$ cat src/hdl/drntm_pkg.sv
// ----------------------------------------------------------------------------
// drntm_pkg
// Shared constants, register codes and types for the dR nearest truth match.
// ----------------------------------------------------------------------------
`default_nettype none

package drntm_pkg;

  // truth list length limit and its counter width
  localparam int MAX_TRUTH_ITEMS = 65536;
  localparam int CNT_W           = $clog2(MAX_TRUTH_ITEMS + 1);

  // accepted type code slots
  localparam int TYPE_SLOTS = 4;
  localparam int REG_SLOTS  = 4;
  localparam int USED_SLOTS = (TYPE_SLOTS < REG_SLOTS) ? TYPE_SLOTS : REG_SLOTS;

  // front to back queue, counting words still in the front pipeline too
  localparam int QDEPTH = 8;
  localparam int QPTR_W = $clog2(QDEPTH);
  localparam int QCNT_W = $clog2(QDEPTH + 1);

  // stream widths
  localparam int IN_W  = 152;
  localparam int OUT_W = 48;

  // fixed point constants
  localparam logic signed [15:0] PI_FIX        = 16'sd12868;
  localparam logic signed [15:0] TWO_PI_FIX    = 16'sd25736;
  localparam logic [30:0]        DIST_LIMIT_SQ = 31'd1677721600;
  localparam logic [7:0]         STATUS_FINAL  = 8'd1;

  // register indexes (byte address / 4)
  localparam logic [2:0] REG_CHARGE_MATCH = 3'd0;
  localparam logic [2:0] REG_DR_CUT       = 3'd1;
  localparam logic [2:0] REG_DPT_CUT      = 3'd2;
  localparam logic [2:0] REG_TYPE_COUNT   = 3'd3;
  localparam logic [2:0] REG_TYPE_CODE_A  = 3'd4;
  localparam logic [2:0] REG_TYPE_CODE_B  = 3'd5;
  localparam logic [2:0] REG_TYPE_CODE_C  = 3'd6;
  localparam logic [2:0] REG_TYPE_CODE_D  = 3'd7;

  // register reset values
  localparam logic [15:0] DR_CUT_RST  = 16'd2048;
  localparam logic [13:0] DPT_CUT_RST = 14'd512;

  typedef struct packed {
    logic                          charge_match;
    logic [15:0]                   dr_cut;
    logic [13:0]                   dpt_cut;
    logic [2:0]                    type_count;
    logic [REG_SLOTS-1:0][23:0]    type_code;
  } drntm_cfg_t;

  typedef struct packed {
    logic        ok;       // passed every cut but the running minimum
    logic        last;
    logic [15:0] index;
    logic [31:0] dist_sq;  // squared distance, exact when ok
  } drntm_entry_t;

endpackage

`default_nettype wire

$ cat src/hdl/drntm_front.sv
// ----------------------------------------------------------------------------
// drntm_front
// Accepts truth words, applies preselection and computes distance / pt cuts.
// ----------------------------------------------------------------------------
`default_nettype none

module drntm_front (
  input  logic                        clk,
  input  logic                        rst_n,
  input  logic                        in_tvalid,
  output logic                        in_tready,
  input  logic [drntm_pkg::IN_W-1:0]  in_tdata,
  input  logic                        in_tlast,
  input  drntm_pkg::drntm_cfg_t       cfg,
  input  logic                        q_pop,
  output logic                        q_push,
  output drntm_pkg::drntm_entry_t     q_wdata
);
  import drntm_pkg::*;

  logic signed [15:0] reco_eta, truth_eta;
  logic signed [14:0] reco_phi, truth_phi;
  logic        [15:0] reco_pt, truth_pt;
  logic signed [2:0]  reco_charge, truth_charge;
  logic        [7:0]  truth_status;
  logic        [23:0] truth_type;
  logic        [15:0] truth_index;

  logic               acc;
  logic signed [16:0] deta;
  logic signed [15:0] dphi_raw, dphi;
  logic        [15:0] ae, ap_full, dpt;
  logic               type_hit, pre_ok;

  logic [CNT_W-1:0]  cnt_r, cnt_nxt;
  logic [QCNT_W-1:0] occ_r, occ_nxt;

  // stage A
  logic        va_r, a_pre_r, a_nz_r, a_last_r;
  logic [15:0] a_idx_r, a_ae_r, a_dpt_r, a_rpt_r;
  logic [13:0] a_ap_r;

  // stage B
  logic        vb_r, b_ok_r, b_last_r;
  logic [15:0] b_idx_r;
  logic [31:0] b_ae2_r;
  logic [27:0] b_ap2_r;
  logic [25:0] b_ptl_r;
  logic [29:0] b_ptr_r;

  logic [31:0] cut2_r;
  logic [32:0] d2;

  always_comb begin
    reco_eta     = $signed(in_tdata[15:0]);
    reco_phi     = $signed(in_tdata[30:16]);
    reco_pt      = in_tdata[46:31];
    reco_charge  = $signed(in_tdata[49:47]);
    truth_eta    = $signed(in_tdata[65:50]);
    truth_phi    = $signed(in_tdata[80:66]);
    truth_pt     = in_tdata[96:81];
    truth_charge = $signed(in_tdata[99:97]);
    truth_status = in_tdata[107:100];
    truth_type   = in_tdata[131:108];
    truth_index  = in_tdata[147:132];
  end

  assign in_tready = (occ_r < QCNT_W'(QDEPTH));
  assign acc       = in_tvalid && in_tready;

  // eta / phi differences, phi folded back by one turn at most
  always_comb begin
    deta     = {truth_eta[15], truth_eta} - {reco_eta[15], reco_eta};
    ae       = deta[16] ? 16'(-deta) : deta[15:0];
    dphi_raw = {truth_phi[14], truth_phi} - {reco_phi[14], reco_phi};
    if (dphi_raw > PI_FIX) begin
      dphi = dphi_raw - TWO_PI_FIX;
    end else if (dphi_raw < -PI_FIX) begin
      dphi = dphi_raw + TWO_PI_FIX;
    end else begin
      dphi = dphi_raw;
    end
    ap_full = dphi[15] ? 16'(-dphi) : dphi;
    dpt     = (reco_pt > truth_pt) ? (reco_pt - truth_pt) : (truth_pt - reco_pt);
  end

  always_comb begin
    type_hit = (cfg.type_count == 3'd0);
    for (int i = 0; i < USED_SLOTS; i++) begin
      if ((3'(i) < cfg.type_count) && (cfg.type_code[i] == truth_type)) begin
        type_hit = 1'b1;
      end
    end
    pre_ok = (cnt_r < CNT_W'(MAX_TRUTH_ITEMS)) && (truth_status == STATUS_FINAL) &&
             type_hit && (!cfg.charge_match || (truth_charge == reco_charge));
  end

  always_comb begin
    cnt_nxt = cnt_r;
    if (acc) begin
      if (in_tlast) begin
        cnt_nxt = '0;
      end else if (cnt_r < CNT_W'(MAX_TRUTH_ITEMS)) begin
        cnt_nxt = cnt_r + CNT_W'(1);
      end
    end
  end

  always_comb begin
    case ({acc, q_pop})
      2'b10:   occ_nxt = occ_r + QCNT_W'(1);
      2'b01:   occ_nxt = occ_r - QCNT_W'(1);
      default: occ_nxt = occ_r;
    endcase
  end

  always_ff @(posedge clk) begin
    if (!rst_n) begin
      cnt_r <= '0;
      occ_r <= '0;
      va_r  <= 1'b0;
      vb_r  <= 1'b0;
    end else begin
      cnt_r <= cnt_nxt;
      occ_r <= occ_nxt;
      va_r  <= acc;
      vb_r  <= va_r;
    end
  end

  always_ff @(posedge clk) begin
    cut2_r   <= cfg.dr_cut * cfg.dr_cut;
    a_pre_r  <= pre_ok;
    a_nz_r   <= (reco_pt != 16'd0);
    a_last_r <= in_tlast;
    a_idx_r  <= truth_index;
    a_ae_r   <= ae;
    a_ap_r   <= ap_full[13:0];
    a_dpt_r  <= dpt;
    a_rpt_r  <= reco_pt;
    b_ok_r   <= a_pre_r && a_nz_r;
    b_last_r <= a_last_r;
    b_idx_r  <= a_idx_r;
    b_ae2_r  <= a_ae_r * a_ae_r;
    b_ap2_r  <= a_ap_r * a_ap_r;
    b_ptl_r  <= {a_dpt_r, 10'd0};
    b_ptr_r  <= cfg.dpt_cut * a_rpt_r;
  end

  assign d2 = {1'b0, b_ae2_r} + {5'd0, b_ap2_r};

  always_comb begin
    q_push          = vb_r;
    q_wdata.ok      = b_ok_r && (d2 <= {1'b0, cut2_r}) && ({4'd0, b_ptl_r} <= b_ptr_r);
    q_wdata.last    = b_last_r;
    q_wdata.index   = b_idx_r;
    q_wdata.dist_sq = d2[31:0];
  end

endmodule

`default_nettype wire

$ cat src/hdl/drntm_queue.sv
// ----------------------------------------------------------------------------
// drntm_queue
// Short FIFO between the classifying front and the running-minimum back.
// ----------------------------------------------------------------------------
`default_nettype none

module drntm_queue (
  input  logic                    clk,
  input  logic                    rst_n,
  input  logic                    push,
  input  drntm_pkg::drntm_entry_t wdata,
  input  logic                    pop,
  output drntm_pkg::drntm_entry_t rdata,
  output logic                    empty
);
  import drntm_pkg::*;

  drntm_entry_t      mem_r [QDEPTH];
  logic [QPTR_W-1:0] wr_ptr_r, rd_ptr_r;
  logic [QCNT_W-1:0] count_r, count_nxt;

  assign empty = (count_r == '0);
  assign rdata = mem_r[rd_ptr_r];

  always_comb begin
    case ({push, pop})
      2'b10:   count_nxt = count_r + QCNT_W'(1);
      2'b01:   count_nxt = count_r - QCNT_W'(1);
      default: count_nxt = count_r;
    endcase
  end

  always_ff @(posedge clk) begin
    if (!rst_n) begin
      wr_ptr_r <= '0;
      rd_ptr_r <= '0;
      count_r  <= '0;
    end else begin
      count_r <= count_nxt;
      if (push) begin
        wr_ptr_r <= wr_ptr_r + QPTR_W'(1);
      end
      if (pop) begin
        rd_ptr_r <= rd_ptr_r + QPTR_W'(1);
      end
    end
  end

  always_ff @(posedge clk) begin
    if (push) begin
      mem_r[wr_ptr_r] <= wdata;
    end
  end

endmodule

`default_nettype wire

$ cat src/hdl/drntm_back.sv
// ----------------------------------------------------------------------------
// drntm_back
// Keeps the nearest passing candidate and presents the result per list.
// ----------------------------------------------------------------------------
`default_nettype none

module drntm_back (
  input  logic                         clk,
  input  logic                         rst_n,
  input  drntm_pkg::drntm_entry_t      head,
  input  logic                         empty,
  output logic                         pop,
  output logic                         out_tvalid,
  input  logic                         out_tready,
  output logic [drntm_pkg::OUT_W-1:0]  out_tdata
);
  import drntm_pkg::*;

  logic [30:0] best_dist_r, best_dist_nxt;
  logic [15:0] best_idx_r, best_idx_nxt;
  logic        have_r, have_nxt;
  logic        out_valid_r;
  logic [OUT_W-1:0] out_data_r;
  logic        upd;
  logic [30:0] cur_dist;
  logic [15:0] cur_idx;
  logic        cur_have;

  // a last word waits while the output register still holds a result
  assign pop = !empty && (!head.last || !out_valid_r || out_tready);

  always_comb begin
    upd      = head.ok && (head.dist_sq < {1'b0, best_dist_r});
    cur_have = have_r || upd;
    cur_idx  = upd ? head.index : best_idx_r;
    cur_dist = upd ? head.dist_sq[30:0] : best_dist_r;
    best_dist_nxt = best_dist_r;
    best_idx_nxt  = best_idx_r;
    have_nxt      = have_r;
    if (pop) begin
      if (head.last) begin
        best_dist_nxt = DIST_LIMIT_SQ;
        best_idx_nxt  = 16'd0;
        have_nxt      = 1'b0;
      end else begin
        best_dist_nxt = cur_dist;
        best_idx_nxt  = cur_idx;
        have_nxt      = cur_have;
      end
    end
  end

  always_ff @(posedge clk) begin
    if (!rst_n) begin
      best_dist_r <= DIST_LIMIT_SQ;
      best_idx_r  <= 16'd0;
      have_r      <= 1'b0;
      out_valid_r <= 1'b0;
    end else begin
      best_dist_r <= best_dist_nxt;
      best_idx_r  <= best_idx_nxt;
      have_r      <= have_nxt;
      if (pop && head.last) begin
        out_valid_r <= 1'b1;
      end else if (out_tready) begin
        out_valid_r <= 1'b0;
      end
    end
  end

  always_ff @(posedge clk) begin
    if (pop && head.last) begin
      out_data_r <= cur_have ? {cur_dist, cur_idx, 1'b1} : '0;
    end
  end

  assign out_tvalid = out_valid_r;
  assign out_tdata  = out_data_r;

endmodule

`default_nettype wire

$ cat src/hdl/delta_r_nearest_truth_match_top.sv
// ----------------------------------------------------------------------------
// delta_r_nearest_truth_match_top
// Matches one reconstructed particle against a stream of truth candidates.
// ----------------------------------------------------------------------------
// Each input word carries the reconstructed particle and one truth candidate;
// in_tlast marks the final candidate of the list. The block takes one word per
// clock while in_tready is high. A candidate counts when its status is 1, its
// type code is among the first type_count codes (type_count 0 takes any code),
// its charge matches when charge_match is set, its squared eta-phi distance
// (phi wrapped by one turn) is within dr_cut squared and |reco_pt - truth_pt|
// * 1024 is within dpt_cut * reco_pt (zero reco pt passes nothing). The
// strictly nearest such candidate below ten units is kept, the first one
// winning a tie. On the last word one result word leaves: found, best index,
// squared distance (index and distance zero when nothing matched). Stage A
// (preselect) and stage B (multiply) are registered; the cut compare feeds
// the queue. Up to eight words may be in flight between the front and the
// running-minimum back end; with a result held by out_tready low, input flows
// until a last word waits and those eight are used. Registers sit at byte
// address 4 * index, to be written only while idle; the block does not enforce this.
// ----------------------------------------------------------------------------
`default_nettype none

module delta_r_nearest_truth_match_top (
  input  logic                        clk,
  input  logic                        rst_n,
  // reco_eta, reco_phi, reco_pt, reco_charge, truth_eta, truth_phi,
  // truth_pt, truth_charge, truth_status, truth_type, truth_index, 4 pad bits
  input  logic                        in_tvalid,
  output logic                        in_tready,
  input  logic [drntm_pkg::IN_W-1:0]  in_tdata,
  input  logic                        in_tlast,
  // found, best_index, best_distance_sq
  output logic                        out_tvalid,
  input  logic                        out_tready,
  output logic [drntm_pkg::OUT_W-1:0] out_tdata,
  // register port
  input  logic                        cfg_psel,
  input  logic                        cfg_penable,
  input  logic                        cfg_pwrite,
  input  logic [4:0]                  cfg_paddr,
  input  logic [31:0]                 cfg_pwdata,
  output logic [31:0]                 cfg_prdata,
  output logic                        cfg_pready
);
  import drntm_pkg::*;

  logic        charge_match_r;
  logic [15:0] dr_cut_r;
  logic [13:0] dpt_cut_r;
  logic [2:0]  type_count_r;
  logic [REG_SLOTS-1:0][23:0] type_code_r;

  logic         wr_en;
  logic [2:0]   reg_idx;
  drntm_cfg_t   cfg;
  drntm_entry_t q_wdata, q_head;
  logic         q_push, q_pop, q_empty;

  assign cfg_pready = 1'b1;
  assign reg_idx    = cfg_paddr[4:2];
  assign wr_en      = cfg_psel && cfg_penable && cfg_pwrite && cfg_pready;

  always_ff @(posedge clk) begin
    if (!rst_n) begin
      charge_match_r <= 1'b0;
      dr_cut_r       <= DR_CUT_RST;
      dpt_cut_r      <= DPT_CUT_RST;
      type_count_r   <= 3'd0;
      type_code_r    <= '0;
    end else if (wr_en) begin
      case (reg_idx)
        REG_CHARGE_MATCH: charge_match_r <= cfg_pwdata[0];
        REG_DR_CUT:       dr_cut_r       <= cfg_pwdata[15:0];
        REG_DPT_CUT:      dpt_cut_r      <= cfg_pwdata[13:0];
        REG_TYPE_COUNT:   type_count_r   <= cfg_pwdata[2:0];
        REG_TYPE_CODE_A:  type_code_r[0] <= cfg_pwdata[23:0];
        REG_TYPE_CODE_B:  type_code_r[1] <= cfg_pwdata[23:0];
        REG_TYPE_CODE_C:  type_code_r[2] <= cfg_pwdata[23:0];
        REG_TYPE_CODE_D:  type_code_r[3] <= cfg_pwdata[23:0];
        default: ;
      endcase
    end
  end

  // read back, zero extended
  always_comb begin
    case (reg_idx)
      REG_CHARGE_MATCH: cfg_prdata = {31'd0, charge_match_r};
      REG_DR_CUT:       cfg_prdata = {16'd0, dr_cut_r};
      REG_DPT_CUT:      cfg_prdata = {18'd0, dpt_cut_r};
      REG_TYPE_COUNT:   cfg_prdata = {29'd0, type_count_r};
      REG_TYPE_CODE_A:  cfg_prdata = {8'd0, type_code_r[0]};
      REG_TYPE_CODE_B:  cfg_prdata = {8'd0, type_code_r[1]};
      REG_TYPE_CODE_C:  cfg_prdata = {8'd0, type_code_r[2]};
      REG_TYPE_CODE_D:  cfg_prdata = {8'd0, type_code_r[3]};
      default:          cfg_prdata = 32'd0;
    endcase
  end

  always_comb begin
    cfg.charge_match = charge_match_r;
    cfg.dr_cut       = dr_cut_r;
    cfg.dpt_cut      = dpt_cut_r;
    cfg.type_count   = type_count_r;
    cfg.type_code    = type_code_r;
  end

  // front: accept, preselect, multiply, cut compare
  drntm_front u_front (
    .clk       (clk),
    .rst_n     (rst_n),
    .in_tvalid (in_tvalid),
    .in_tready (in_tready),
    .in_tdata  (in_tdata),
    .in_tlast  (in_tlast),
    .cfg       (cfg),
    .q_pop     (q_pop),
    .q_push    (q_push),
    .q_wdata   (q_wdata)
  );

  drntm_queue u_queue (
    .clk   (clk),
    .rst_n (rst_n),
    .push  (q_push),
    .wdata (q_wdata),
    .pop   (q_pop),
    .rdata (q_head),
    .empty (q_empty)
  );

  // back: running minimum and result register
  drntm_back u_back (
    .clk        (clk),
    .rst_n      (rst_n),
    .head       (q_head),
    .empty      (q_empty),
    .pop        (q_pop),
    .out_tvalid (out_tvalid),
    .out_tready (out_tready),
    .out_tdata  (out_tdata)
  );

endmodule

`default_nettype wire

$ cat config.mk
export PLATFORM = sky130hd
export DESIGN_NAME = delta_r_nearest_truth_match_top
export DESIGN_NICKNAME = d
export VERILOG_FILES = /design/src/hdl/drntm_pkg.sv /design/src/hdl/drntm_front.sv /design/src/hdl/drntm_queue.sv /design/src/hdl/drntm_back.sv /design/src/hdl/delta_r_nearest_truth_match_top.sv
export SDC_FILE = /design/constraint.sdc
export NUM_CORES = 2
export LEC_CHECK = 0
export BUFFER_PORTS_ARGS = -buffer_cell sky130_fd_sc_hd__buf_2
export CAP_MARGIN = 20
export CORE_MARGIN = 10
export CORE_UTILIZATION = 45
export DETAILED_ROUTE_END_ITERATION = 10
export PLACE_DENSITY = 0.71
export RECOVER_POWER = 25
export SLEW_MARGIN = 25
export SYNTH_ARGS = -nofsm -noshare
export SYNTH_HDL_FRONTEND = slang
export SYNTH_SLANG_ARGS = --single-unit
export TNS_END_PERCENT = 1
$ cat constraint.sdc
create_clock -name clk -period 7.5 [get_ports clk]
set_input_delay 1.5 -clock clk [delete_from_list [all_inputs] [get_ports clk]]
set_output_delay 1.5 -clock clk [all_outputs]
set_load 0.02 [all_outputs]
==> results.md <==
* Dpl hpwl at between 100 and 150 mm
* Fin. max-slew vios at 238
* Outcome: finished with violations
* Routed via count at around 45000
* Residual DRC at 0
* Top FF cell, synth: dfxtp_1
* Worst slew margin at -158%
* Post-route ant nets at 0
* Most common cell after layout, fill and taps aside: inv_1
* Avg Inst Size Synth at between 10 and 15 um^2
* Worst EP arrival at 7.77 ns
* Routed WL at approximately 150 mm
* Commonest non-fill, non-tap cells in the layout: inv_1 (1067), nand2_1 (685), fa_1 (612)
* Final worst-path setup slack at 0.376 ns
* Resize count post-CTS at 0
* Setup TNS at 0 ns
* #FFs+latches synth at approximately 900
* Pre-antenna DRT Iters at 5
* Worst-Skew Late Latency at between 0.7 and 0.8 ns
* Slowest-stage cell, CP: fa_1
* Clock root buffer: clkbuf_16
* Worst path max stage delay at about 0.54 ns
* GPL Wtd Cong at roughly 0.9
* Yosys Warn Count at 0
* Clk sinks at between 800 and 900
* Initial antenna violation count at 7
* Grt total ovfl at 0
* Seq/Total Area, Yosys at between 30% and 40%
* Total global-route track usage at 18.8%
* H-tree depth at 3
* Setup crit end kind: register
* Setup Slack @ Placement at approximately 0.26 ns
* Reg2reg setup slack at 0.38 ns
* Post-CTS setup buffers at 0
* Final net count at between 7000 and 8000
* Vias in the first global route at roughly 48000
* Post-layout minimum cycle time at ~7.1 ns
* WL/cell at ~18 um
* Synth cell types at 106
* Layout cells sized above 1 at a little over a tenth
* Startpoint Class: register
* Filler cells at roughly 13000
* CTS tree: built
* Worst-Margin Slew at slightly below 4 ns
* Worst-case clock buffer depth at 3
* Chip width at 403 um
* Row Count at 140
* Initial core utilization at around 45%
* Max-cap viol count at 5
* Starting DRC count in detailed routing at approximately 2900
* Clock Skews at 0.0736 ns
* Final-report hold violation count at 0
* Synth Cell Area at ~66000 um^2
* Crit Path Max Fanout at 11
* Ratio of final minimum period to clock period at between 90% and 100%
* Cell count after synthesis at ~6300
* Setup CP Type: reg -> reg
* Io pins at 280
* Largest net degree at the start of global routing at between 60 and 70
* Post-synth ARST share at 0%
* Final setup violation count at 0
* FMAX at approximately 140 MHz
* Failing checks: capacitance limit, slew limit
* CTS Hold Buffers Added at 0
* Chip height at 403 um
* Reg clk slew, reported paths at around 0.060 ns
* Min-delay worst type: reg -> reg
* Num CTS Buffers at between 90 and 100
* EDFF count, synth at between 400 and 500
* Via/cell ratio at 5.30
* Port buffer count at 256
* CP Data Required Time at between 8 and 9 ns
* Die area at between 150000 and 200000 um^2
* Global-route wire length before repair at ~250 mm
* Area of the core at around 150000 um^2
* P&R area growth vs syn at 10.4%
==> per-stage QoR <==
step / instance area (um^2) / hold WS (ns) / cells / utilization (%)
finish: 73000 / 0.324 / 8495 / 50.1
global route: 73000 / 0.329 / 8495 / 50.1
CTS: 73000 / 0.326 / 8491 / 50.0
detailed placement: 69700 / 0.312 / 8319 / 47.8
global placement: 69700 / 0.312 / 8319 / 47.7
floorplan: 66200 / 0.310 / 6293 / -
==> cells in the mapped netlist (5+ instances only) <==
| cell | number | area, um^2 |
|---|---|---|
| inv_1 | 1068 | 4010 |
| nand2_1 | 689 | 2590 |
| fa_1 | 612 | 12300 |
| ha_1 | 562 | 7030 |
| dfxtp_1 | 449 | 8990 |
| edfxtp_1 | 448 | 13500 |
| a21oi_1 | 277 | 1390 |
| and2_1 | 248 | 1550 |
| xnor2_1 | 211 | 1850 |
| clkbuf_1 | 188 | 706 |
| nor2_1 | 187 | 702 |
| xor2_1 | 133 | 1160 |
| o21ai_0 | 129 | 646 |
| mux4_2 | 120 | 2700 |
| a21o_1 | 105 | 788 |
| nand3_1 | 102 | 510 |
| mux2i_1 | 64 | 641 |
| nor2b_1 | 57 | 357 |
| nor3_1 | 56 | 280 |
| o2bb2ai_1 | 44 | 385 |
| nand4_1 | 40 | 250 |
| o21a_1 | 36 | 270 |
| nand2b_1 | 35 | 219 |
| and3_1 | 28 | 175 |
| buf_1 | 26 | 97.6 |
| nor4_1 | 25 | 156 |
| or3_1 | 24 | 150 |
| o211ai_1 | 23 | 173 |
| o21bai_1 | 20 | 150 |
| a31oi_1 | 18 | 113 |
| mux2_2 | 17 | 191 |
| a21boi_0 | 16 | 120 |
| a22oi_1 | 16 | 120 |
| a211oi_1 | 15 | 113 |
| a31o_2 | 13 | 114 |
| or2_2 | 13 | 81.3 |
| buf_4 | 11 | 82.6 |
| a22o_1 | 10 | 87.6 |
| and4_1 | 8 | 70.1 |
| a221oi_1 | 7 | 61.3 |
| o21ai_1 | 7 | 35.0 |
| a211o_1 | 6 | 52.6 |
| nor3b_1 | 6 | 45.0 |
| o211a_1 | 5 | 50.1 |
==> final timing paths <==
kind,startpoint,endpoint,cells after the start
max,dr_cut_r[2],u_front.cut2_r[31],25
min,u_front.a_dpt_r[14],u_front.b_ptl_r[24],0
max reg2reg,dr_cut_r[2],u_front.cut2_r[31],25
min reg2reg,u_front.a_dpt_r[14],u_front.b_ptl_r[24],0
==> worst max-delay path, delay by kind of cell (launching register included) <==
| family | cells | cell delay (ns) |
|---|---|---|
| AO/OA/AOI/OAI | 8 | 2.15 |
| XOR/XNOR | 1 | 0.13 |
| adder cells (fa/ha/maj) | 7 | 3.35 |
| buffers and inverters | 6 | 0.32 |
| flip-flops | 1 | 0.46 |
| AND/OR/NAND/NOR | 3 | 0.65 |
==> cell type report <==
class / count / area, um^2 / area share (%)
diodes: 4 / 10.0 / 0.0137
clock buffers: 126 / 2580 / 3.53
clock inverters: 46 / 752 / 1.03
inverters: 1069 / 4010 / 5.50
multi-input cells: 4096 / 39000 / 53.3
flip-flops and latches: 897 / 22500 / 30.7
well taps: 1917 / 2400 / 3.28
repair buffers: 340 / 1870 / 2.56
==> sequential cells by signal (all words and copies together), names as in the netlist, 3 cells and up, named ones only <==
register and cells:
u_back.out_tdata 48, u_front.b_ptr_r 30, u_queue.count_r 4, u_front.cnt_r 17
u_front.a_rpt_r 16, u_queue.wr_ptr_r 3, u_front.a_idx_r 16, dpt_cut_r 14
u_front.b_idx_r 16, type_count_r 3, u_front.a_ae_r 16, u_queue.mem_r 400
u_back.best_dist_r 31, u_front.b_ptl_r 16, u_queue.rd_ptr_r 3, dr_cut_r 16
u_front.a_ap_r 14, u_front.a_dpt_r 16, u_front.occ_r 4, cfg 96
u_front.b_ae2_r 31, u_front.cut2_r 31, u_front.b_ap2_r 27, u_back.best_idx_r 16
==> per-layer routing <==
layer	routed length (um)	part of all wire, %	GRT usage [%]	vias up
met4	4400	2.9	5.75	2
met3	8300	5.4	2.54	280
li1	-	-	-	21100
met1	64100	42	24.0	22400
met2	76000	50	33.1	1224
met5	13	0.0085	0	-
==> cells by family (layout without fill, tap and decap cells) <==
logic type                 count (synthesis)  after routing  share of synthesized area, %
adders and majority gates               1174           1174                          29.2
buffers and inverters                   1300           1581                          7.47
xor gates and xnor gates                 347            347                          4.63
AOI/OAI and AO/OA                        825            825                          8.35
DFF                                      897            897                          33.9
muxes                                    201            201                          5.34
and+or+nand+nor                         1540           1540                          11.1
other                                      2             13                        0.0114
Power is left out: the tool's default activity adds up to more than one toggle a clock period on the data nets, which glitch-free logic cannot reach.
